===== src/hw/rtl/qrs_pkg.sv =====
package qrs_pkg;

	localparam int COEF_WIDTH_DEF = 16;
	localparam int FRAC_BITS_DEF  = 8;

	localparam int DISC_WIDTH = 34;
	localparam int ROOT_WIDTH = 32;
	localparam int SQRT_FRAC  = 15;

	// internal arithmetic is modulo 2^64
	localparam int DATA_W    = 64;
	localparam int SQ_ROOT_W = 32;
	localparam int SQ_REM_W  = 34;
	localparam int SQ_STEPS  = 32;
	localparam int DIV_STEPS = 64;
	localparam int DIV_SIDE_W = 2 + DISC_WIDTH + 2;

	typedef enum logic [1:0] {
		ST_NONE   = 2'd0,
		ST_DOUBLE = 2'd1,
		ST_TWO    = 2'd2,
		ST_DEGEN  = 2'd3
	} status_t;

	// clamp a signed quotient, given as magnitude and sign, to the root range
	function automatic logic [ROOT_WIDTH-1:0] sat_root(input logic [DATA_W-1:0] mag,
			input logic neg);
		logic [DATA_W-1:0] lim;
		logic [DATA_W-1:0] neg_mag;
		lim = DATA_W'(1) << (ROOT_WIDTH - 1);
		neg_mag = -mag;
		if (neg) begin
			if (mag > lim)
				return lim[ROOT_WIDTH-1:0];
			return neg_mag[ROOT_WIDTH-1:0];
		end
		if (mag > lim - DATA_W'(1))
			return ROOT_WIDTH'(lim - DATA_W'(1));
		return mag[ROOT_WIDTH-1:0];
	endfunction

endpackage


===== src/hw/rtl/qrs_div_cell.sv =====
// one quotient bit per cell for both roots; dividend shifts out as quotient shifts in
module qrs_div_cell #(
	parameter int DEN_W  = qrs_pkg::COEF_WIDTH_DEF,
	parameter int SIDE_W = 1
) (
	input  logic                       clk,
	input  logic                       arst_n,
	input  logic                       en,
	input  logic                       valid_i,
	input  logic [DEN_W-1:0]           den_i,
	input  logic [qrs_pkg::DATA_W-1:0] np_i,
	input  logic [DEN_W-1:0]           rp_i,
	input  logic [qrs_pkg::DATA_W-1:0] nm_i,
	input  logic [DEN_W-1:0]           rm_i,
	input  logic [SIDE_W-1:0]          side_i,
	output logic                       valid_o,
	output logic [DEN_W-1:0]           den_o,
	output logic [qrs_pkg::DATA_W-1:0] np_o,
	output logic [DEN_W-1:0]           rp_o,
	output logic [qrs_pkg::DATA_W-1:0] nm_o,
	output logic [DEN_W-1:0]           rm_o,
	output logic [SIDE_W-1:0]          side_o
);
	localparam int DW = qrs_pkg::DATA_W;

	logic [DEN_W:0] cur_p, cur_m, dif_p, dif_m;
	logic           ge_p, ge_m;

	always_comb begin
		cur_p = {rp_i, np_i[DW-1]};
		cur_m = {rm_i, nm_i[DW-1]};
		dif_p = cur_p - {1'b0, den_i};
		dif_m = cur_m - {1'b0, den_i};
		ge_p  = (cur_p >= {1'b0, den_i});
		ge_m  = (cur_m >= {1'b0, den_i});
	end

	always_ff @(posedge clk or negedge arst_n) begin
		if (!arst_n) begin
			valid_o <= 1'b0;
		end else if (en) begin
			valid_o <= valid_i;
		end
	end

	always_ff @(posedge clk) begin
		if (en) begin
			den_o  <= den_i;
			np_o   <= {np_i[DW-2:0], ge_p};
			nm_o   <= {nm_i[DW-2:0], ge_m};
			rp_o   <= ge_p ? dif_p[DEN_W-1:0] : cur_p[DEN_W-1:0];
			rm_o   <= ge_m ? dif_m[DEN_W-1:0] : cur_m[DEN_W-1:0];
			side_o <= side_i;
		end
	end

endmodule


===== config.mk =====
export PLATFORM = sky130hd
export DESIGN_NAME = qrs_div_cell
export DESIGN_NICKNAME = d
export VERILOG_FILES = /design/src/hw/rtl/qrs_pkg.sv /design/src/hw/rtl/qrs_div_cell.sv
export SDC_FILE = /design/constraint.sdc
export NUM_CORES = 1
export LEC_CHECK = 0
export BUFFER_PORTS_ARGS = -buffer_cell sky130_fd_sc_hd__buf_2
export CAP_MARGIN = 20
export CORE_AREA = 2 2 138 140
export DETAILED_ROUTE_END_ITERATION = 8
export DIE_AREA = 0 0 140 142
export MAX_ROUTING_LAYER = met4
export PLACE_DENSITY = 0.75
export SETUP_SLACK_MARGIN = 0.02
export SYNTH_ARGS = -nofsm -noshare
export SYNTH_HDL_FRONTEND = slang
export SYNTH_SLANG_ARGS = --single-unit

===== constraint.sdc =====
create_clock -name clk -period 0.8 [get_ports clk]
set_input_delay 0.12 -clock clk [delete_from_list [all_inputs] [get_ports clk]]
set_output_delay 0.12 -clock clk [all_outputs]
set_load 0.01 [all_outputs]

==> results.cfg, run 1 <==
[run_status]
run_status = finished with violations
violations = DRC, setup timing

[logic_synthesis]
synth_mux_area_share_pct = 5.161
synth.ff_latch_count = 178
synth_xor_area_share_pct = 2.193
synth_top_family_by_area = compound AO/OA/AOI/OAI gates
synth-compound-area-share_pct = 8.887
synth-simple-area-share_pct = 5.540
synth-edff-count = 177
ys_types = 62
seq_area_frac_synth_pct = 70.37
synth-async-reset-ratio_pct = 0.5618
syn_area_mm2 = 0.007589
yosys_warnings = 0
ys.flop_type = edfxtp_1
synth_fa_ha_area_share_pct = 5.804
syn_avg_cell_area_um2 = 16.01
postSynthCellCount = 474
syn_nets = 689

[route]
via_per_inst = 4.954
dr_total_vias = 7000
final_antenna_net_count = 0
dr.pass1.iters = 9
totalWireLength_um = 27260
drt-wirelength-per-cell_um = 19.29
drc = 25
first_iter_violations = 384

[power]
finalPower_uw = 26510
power_leakage_uw = 0.006138
power_density_mw_per_mm2 = 1901
ir_drop_mv = 1.442

[worst_setup_path]
cp.arrival_ps = 2060
required_ps = 980
criticalPathCategory = input pin to flop
start_kind = input pin
crit_fanout = 8
end_kind = flop

[placed_design]
dp_cells = 1211
dp_hpwl_um = 17610
portBuffers = 358
place_congestion = 0.9098

[grt]
grt_pass1_wl_um = 40210
antenna_found_initial = 1
grt_overflow = 0
grt_pass1_vias = 7459
grt_usage_pct = 27.54
grt_start_max_net_pins = 20

[floorplanning]
fp.coreArea_mm2 = 0.01846
row_count = 50
die_h_um = 142
io_pins = 359
die_w_um = 140
die_area_mm2 = 0.01988
start_util_pct = 41.12

[cells_and_area]
synthToLayoutAreaGrowth_pct = 83.78
final_cells = 1413
nets = 1380
layout-drive-gt1-share_pct = 57.81

[cts]
cts_buffer_depth = 2
htreeDepth = 4
cts_buffers = 17
clk_latency_ps = 420
clock-root-buffer = clkbuf_16
cts.sinks = 178
tritoncts = yes
clkTransAtPathRegs_ps = 70

[sta]
slew_headroom_pct = 67.72
worst_pin_slew_ps = 482.4
finalMaxSlewViolations = 0
hold_violations = 0
fmax_mhz = 532.5
finalCriticalPeriod_ps = 1878
fin_worst_skew_ps = 0
tns_ps = -81630
layout_setup_ws_ps = -1078
finalCritPeriodShare_pct = 234.7
rsz0062_at_grt = yes
setup-violations-final = 212

[flow_run]
cap_violations = 0

[hold_path]
hold_path_class = input pin to flop
==> power by group <==
group	switching (uW)	total [uW]	internal (uW)	leakage, uW
sequential	282	11600	11300	0.00174
combinational	3060	6710	3650	0.00411
clock	4030	8220	4200	0.000286
==> per-stage QoR <==
stage	cell area, um2	worst slack, ps	util (%)	hold slack [ps]
after floorplan	7744	-1451	-	-175.6
after global placement	11060	-1666	59.93	-104.9
after detailed placement	11060	-1701	59.93	-104.1
after CTS	13680	-1056	74.13	0.2354
after global routing	13950	-1111	75.57	11.52
final	13950	-1078	75.57	13.69
==> cell usage after synthesis (all sizes together) (2+ instances only) <==
master  count  area [um2]
nor2b       5       38.78
nor2       25       93.84
nand3       9       45.04
mux2       28       341.6
o31a        4       35.03
o31ai       7       57.55
nor3        6       30.03
nor3b       3       22.52
o22ai       2       12.51
a31oi       6       52.55
xnor2      14       122.6
edfxtp    177        5315
nand2      15       56.30
and4        3       27.53
mux2i       5       50.05
a21o        5       38.79
inv        23       86.33
buf         5       40.04
a21oi      29       167.7
or3         3       18.77
a211oi      5       42.54
or4         2       18.77
xor2        5       43.79
clkbuf      5       28.77
nand4       5       31.28
o21a        8       60.06
o21bai      2       15.01
o211ai      3       22.52
o21ai      15       78.82
fa          2       40.04
ha         32       400.4
==> cells in the final DEF, fill, tap and decap left out, types with 8 or more instances in the layout <==
| master | synthesis | layout |
|---|---|---|
| clkbuf_16 | 0 | 17 |
| mux2_2 | 21 | 8 |
| ha_4 | 0 | 18 |
| mux2_4 | 7 | 20 |
| nand2_1 | 15 | 13 |
| inv_1 | 23 | 12 |
| edfxtp_1 | 177 | 177 |
| a21oi_1 | 25 | 19 |
| ha_1 | 32 | 12 |
| nor2_1 | 25 | 21 |
| buf_2 | 2 | 337 |
| buf_4 | 1 | 144 |
| xnor2_1 | 14 | 13 |
| buf_6 | 2 | 40 |
| dlygate4sd3_1 | 0 | 145 |
| buf_12 | 0 | 11 |
| o21a_1 | 8 | 8 |
==> per-layer routing <==
metal / vias up / routed length (um) / global-route usage [%] / share of wire, %
li1: 3238 / - / - / -
met1: 3359 / 9732 / 28.79 / 36
met2: 323 / 14460 / 49.52 / 53
met3: 80 / 1940 / 7.268 / 7.1
met4: 0 / 1128 / 11.54 / 4.1
met5: - / 0 / - / 0
==> worst paths after layout <==
check | slack, ps | from | to | cells after the start
max | -1080 | den_i[1] | rm_o[14] | 9
min | 10 | rm_i[7] | rm_o[8] | 2
max reg2reg | 40 | valid_o | valid_o | 1
min reg2reg | 540 | valid_o | valid_o | 1
max in group asynchronous | 160 | arst_n | valid_o | 3
min in group asynchronous | 540 | arst_n | valid_o | 3
==> sequential cells by signal (all words and copies together) (netlist names) <==
| signal | flops |
|---|---|
| side_o | 1 |
| valid_o | 1 |
| rp_o | 16 |
| nm_o | 64 |
| np_o | 64 |
| rm_o | 16 |
| den_o | 16 |
==> logic make-up (layout without fill, tap and decap cells) <==
logic type,count (synthesis),after routing
AOI/OAI and AO/OA,96,97
xor gates and xnor gates,19,19
and+or+nand+nor,81,81
buffers and inverters,33,736
muxes,33,33
other,0,1
DFF,178,178
adders and majority gates,34,34
==> final cells by class <==
| type | instances | area [um2] |
|---|---|---|
| Antenna cell | 1 | 2.502 |
| Clock buffer | 18 | 429.2 |
| Clock inverter | 14 | 155.1 |
| Fill cell | 1096 | 4509 |
| Inverter | 23 | 116.4 |
| Multi-Input combinational cell | 264 | 2660 |
| Sequential cell | 178 | 5340 |
| Tap cell | 234 | 292.8 |
| Timing Repair Buffer | 681 | 4950 |
==> worst max-delay path, cell delays in order <==
cell and delay, ps:
buf_8 110, inv_8 40, ha_4 200, nor2b_4 130, o31a_1 270, or4_4 470
a21oi_4 210, o21ai_4 170, mux2_4 340
==> what timing repair did <==
| item | 4_1_cts | 5_1_grt |
|---|---|---|
| pin swaps | 42 | 29 |
| hold buffers | 146 | 0 |
| buffers inserted | 15 | 9 |
| endpoints found under the setup margin | 212 | 212 |
| resized for setup | 105 | 51 |
| endpoints found under the hold margin | 145 | 0 |
| gates cloned | 1 | 0 |
Note: power is estimated with default switching activity, not from simulation.
==> run 2: changes to the inputs <==
--- a/config.mk
+++ b/config.mk
@@ -12,6 +12,7 @@
 export DIE_AREA = 0 0 140 142
 export MAX_ROUTING_LAYER = met4
 export PLACE_DENSITY = 0.75
+export RECOVER_POWER = 50
 export SETUP_SLACK_MARGIN = 0.02
 export SYNTH_ARGS = -nofsm -noshare
 export SYNTH_HDL_FRONTEND = slang
==> run 2 against run 1 <==
Against the previous run: the run still ends with DRC, setup timing left; non-clock buffer count is the same; die area did not move; core utilization shrank 0.51 points; combinational power fell by 0.9%; routed wire length grew 0.20%; first-iteration DRC count up 3.1%; setup slack lost 0.99 ps; largest cell class unchanged; largest power group unchanged; critical endpoint unchanged; clock power barely moved; critical path depth stayed put; maximum frequency hardly changed; worst hold slack hardly changed; flip-flop and latch count unchanged.
==> results.cfg, run 2 (same netlist as run 1, synthesis figures left out) <==
[cts]
htreeDepth = 4
clkTransAtPathRegs_ps = 70
cts_buffers = 17
tritoncts = yes
clk_latency_ps = 420
cts.sinks = 178
cts_buffer_depth = 2
clock-root-buffer = clkbuf_16

[worst_setup_path]
crit_family = compound AO/OA/AOI/OAI gates
crit_fanout = 8
worst-r2r-setup-slack_ps = 40
required_ps = 980
slowest_delay_ps = 470
path_buf_inv = 2
criticalPathCategory = input pin to flop
slowest_stage = or4_4
path_cells = buf_8 > inv_8 > ha_4 > nor2b_4 > o31a_1 > or4_4 > a21oi_4 > o21ai_4 > mux2_4
start_kind = input pin
cp.arrival_ps = 2060
end_kind = flop

[cells_and_area]
layout_commonest_cell = buf_2
fin_util_pct = 75.06
nets = 1380
multiInputGateArea_mm2 = 0.002660
regArea_mm2 = 0.005340
reg_top3 = nm_o: 64 flops, np_o: 64 flops
mostFrequentLayoutCells = 339 x buf_2, 177 x edfxtp_1, 145 x dlygate4sd3_1
synthToLayoutAreaGrowth_pct = 82.54
layout-drive-gt1-share_pct = 57.64
fillers = 1113
final_area_mm2 = 0.01385

[sta]
slew_headroom_pct = 67.09
finalCritPeriodShare_pct = 234.9
layout_setup_ws_ps = -1079
finalMaxSlewViolations = 0
fmax_mhz = 532.2
worst_pin_slew_ps = 491.8
rsz0062_at_grt = yes
fin_worst_skew_ps = 0
hold_violations = 0
setup-violations-final = 219
finalCriticalPeriod_ps = 1879
holdWs_ps = 13.39

[power]
finalPower_uw = 26450
power_density_mw_per_mm2 = 1910
power_leakage_uw = 0.006101
ir_drop_mv = 1.443

[route]
totalWireLength_um = 27320
dr.pass1.iters = 9
first_iter_violations = 396
dr_total_vias = 7006
drc = 25
final_antenna_net_count = 0
drt-wirelength-per-cell_um = 19.33
via_per_inst = 4.958

[placed_design]
dp_hpwl_um = 17610
place_congestion = 0.9098
dpl_cell_area_mm2 = 0.01106
place_ws_ps = -1701
portBuffers = 358

[floorplanning]
row_count = 50
io_pins = 359
start_util_pct = 41.12
die_h_um = 142
die_area_mm2 = 0.01988
die_w_um = 140
fp.coreArea_mm2 = 0.01846

[grt]
grt_pass1_vias = 7459
grt_usage_pct = 27.54
antenna_found_initial = 1
grt_overflow = 0
grt_start_max_net_pins = 20
grt_pass1_wl_um = 40210

[run_status]
run_status = finished with violations
violations = DRC, setup timing

[hold_path]
hold_path_class = input pin to flop

[flow_run]
cap_violations = 0
-- run 2: final cells by class --
type	instances	area share, %
Multi-Input combinational cell	264	19.20
Tap cell	234	2.114
Sequential cell	178	38.55
Timing Repair Buffer	681	35.06
Antenna cell	1	0.01807
Clock inverter	14	1.120
Inverter	23	0.8400
Clock buffer	18	3.098
-- run 2: power breakdown --
group | internal (uW) | switching (uW) | leakage, uW | total, uW
combinational | 3600 | 3050 | 0.00407 | 6650
clock | 4200 | 4030 | 0.000286 | 8230
sequential | 11300 | 283 | 0.00174 | 11600
total | 19100 | 7370 | 0.00610 | 26500
-- run 2: path summary, 6_finish.rpt --
kind / cells past startpoint / startpoint / endpoint
max reg2reg: 1 / valid_o / valid_o
min: 2 / rm_i[7] / rm_o[8]
max in group asynchronous: 3 / arst_n / valid_o
min reg2reg: 1 / valid_o / valid_o
min in group asynchronous: 3 / arst_n / valid_o
max: 9 / den_i[1] / rm_o[14]
-- run 2: what timing repair did --
action,in CTS,in global routing
hold endpoints to repair,145,0
pin swaps,42,29
gates resized for setup,105,51
hold buffers,146,0
buffers inserted,15,9
endpoints found under the setup margin,212,212
cloned,1,0
-- run 2: layer usage --
metal	track usage, %	up-vias	wire (um)
met5	-	-	0
met4	11.54	0	1087
met3	7.268	84	2025
met2	49.52	330	14520
met1	28.79	3357	9683
li1	-	3235	-
-- run 2: through the flow --
stage / TNS, ps / instances
4_1_cts: -81270 / 1405
3_3_place_gp: -64110 / 1211
6_report: -81780 / 1413
5_1_grt: -91210 / 1413
3_5_place_dp: -66050 / 1211
2_1_floorplan: -42110 / 474
==> run 3: changes to the inputs <==
--- a/config.mk
+++ b/config.mk
@@ -13,6 +13,7 @@
 export MAX_ROUTING_LAYER = met4
 export PLACE_DENSITY = 0.75
 export RECOVER_POWER = 50
+export REMOVE_ABC_BUFFERS = 1
 export SETUP_SLACK_MARGIN = 0.02
 export SYNTH_ARGS = -nofsm -noshare
 export SYNTH_HDL_FRONTEND = slang
==> run 3 against run 2 <==
Against the previous run: clock power rose by 2%; the flow still finishes with violations (DRC, setup timing); flip-flop and latch count did not move; setup slack got worse by 110 ps; count of clock-buffer cells in the layout fell by 1.
==> results.cfg, run 3 (same netlist as run 1, synthesis figures left out) <==
[placed_design]
portBuffers = 358
dpl_cell_area_mm2 = 0.01055
place_congestion = 0.9205
dp_cells = 1171
dp_hpwl_um = 17500

[route]
final_antenna_net_count = 0
first_iter_violations = 563
dr_total_vias = 7152
totalWireLength_um = 29610
dr.pass1.iters = 9
via_per_inst = 5.217
drt-wirelength-per-cell_um = 21.60
drc = 26

[sta]
layout_setup_ws_ps = -1191
setup-violations-final = 212
hold_violations = 0
finalCriticalPeriod_ps = 1991
worst_pin_slew_ps = 525.6
finalCritPeriodShare_pct = 248.8
finalMaxSlewViolations = 0
fmax_mhz = 502.3
slew_headroom_pct = 64.96
fin_worst_skew_ps = 0
rsz0062_at_grt = yes

[grt]
grt_overflow = 0
grt_pass1_wl_um = 40820
grt_usage_pct = 28.11
met1_usage_pct = 30.16
grt_start_max_net_pins = 31
grt_pass1_vias = 7337
use_met3_pct = 6.460
grt_use_met2_pct = 49.11
busiest_layer = met2
antenna_found_initial = 1

[worst_setup_path]
end_kind = flop
reg2reg_to = valid_o
crit_family = simple AND/OR/NAND/NOR gates
timing.rr.start = valid_o
path_cells = buf_8 > inv_6 > ha_4 > nor2b_4 > o31a_1 > or4_4 > buf_6 > a2111oi_4 > nor3_1 > mux2_4
reg2regPathDepth = 1
path_buf_inv = 3
slowest_stage = or4_4
required_ps = 970
slowest_delay_ps = 470
cp.arrival_ps = 2160
criticalPathCategory = input pin to flop
worst-r2r-setup-slack_ps = 60
crit_fanout = 4
start_kind = input pin

[floorplanning]
row_count = 50
die_area_mm2 = 0.01988
io_pins = 359
die_w_um = 140
start_util_pct = 41.12
fp.coreArea_mm2 = 0.01846
die_h_um = 142

[run_status]
run_status = finished with violations
violations = DRC, setup timing

[cells_and_area]
synthToLayoutAreaGrowth_pct = 76.55
mostFrequentLayoutCells = 347 x buf_2, 177 x edfxtp_1, 143 x dlygate4sd3_1
final_cells = 1371
nets = 1339
final_area_mm2 = 0.01340
layout_commonest_cell = buf_2
reg_top3 = nm_o: 64 flops, np_o: 64 flops
fillers = 1134
layout-drive-gt1-share_pct = 55.63

[power]
power_leakage_uw = 0.005864
power_density_mw_per_mm2 = 1979
power.switching_uw = 7377
swShare_pct = 27.82
finalPower_uw = 26520
power_frac_clock_pct = 31.8
intPower_uw = 19140
ir_drop_mv = 1.622
p_comb_share_pct = 24.7
power_frac_seq_pct = 43.5

[hold_path]
holdCritStartpoint = rp_i[7]
holdPathEnd = rp_o[8]
hold_path_class = input pin to flop
worstHoldPathCells = 2

[cts]
tritoncts = yes
cts_buffer_depth = 2
htreeDepth = 4
clock-root-buffer = clkbuf_16
cts.sinks = 178
cts_buffers = 17
clkTransAtPathRegs_ps = 80
clk_latency_ps = 420

[flow_run]
cap_violations = 0
==> run 3: metrics by stage <==
| stage | setup TNS (ps) | hold slack (ps) | setup WS, ps | utilization, % |
|---|---|---|---|---|
| after floorplan | -47990 | -175.6 | -1553 | - |
| after global placement | -67530 | -103.0 | -1688 | 57.16 |
| after detailed placement | -68490 | -101.5 | -1728 | 57.16 |
| after CTS | -83450 | 1.603 | -1120 | 71.36 |
| after global routing | -89350 | 7.057 | -1214 | 72.60 |
| final | -82710 | 12.90 | -1191 | 72.60 |
==> run 3: worst max-delay path by stage <==
stage               endpoint     start  cells after the start  slack [ps]
detailed placement  rp_o[14]  den_i[1]                     10       -1730
finish              rm_o[13]  den_i[1]                     10       -1190
floorplan           rm_o[15]  den_i[5]                      7       -1550
global placement     rp_o[2]  den_i[1]                     10       -1690
CTS                  rm_o[9]  den_i[1]                     11       -1120
global route        rm_o[13]  den_i[1]                     10       -1210
==> run 3: timing repair <==
item                                    in CTS  in global routing
endpoints found under the hold margin      143                  0
setup buffers                               18                 10
gates cloned                                 2                  0
endpoints found under the setup margin     212                212
resized for setup                           88                 58
pin swaps                                   25                 17
hold buffers                               143                  0
==> run 3: final cells by class <==
type	count	area [um2]	area share, %
Clock inverter	14	170.2	1.270
Tap cell	234	292.8	2.185
Multi-Input combinational cell	264	2614	19.51
Timing Repair Buffer	640	4447	33.19
Clock buffer	17	425.4	3.175
Inverter	23	106.4	0.7938
Antenna cell	1	2.502	0.01868
Sequential cell	178	5340	39.86
==> run 3: routing by layer <==
metal / up-vias / share of wire, %
met4: 0 / 4.9
met3: 120 / 7.0
met5: - / 0
li1: 3158 / -
met1: 3438 / 36
met2: 436 / 52
==> run 3: power by group through the flow <==
stage | Sequential, uW | Combinational, uW | Clock [uW]
6_report | 11500 | 6550 | 8420
5_1_grt | 11600 | 6870 | 8900
4_1_cts | 11500 | 6050 | 8480
3_5_place_dp | 11700 | 4810 | 0
3_3_place_gp | 11700 | 4710 | 0
2_1_floorplan | 12200 | 1660 | 0
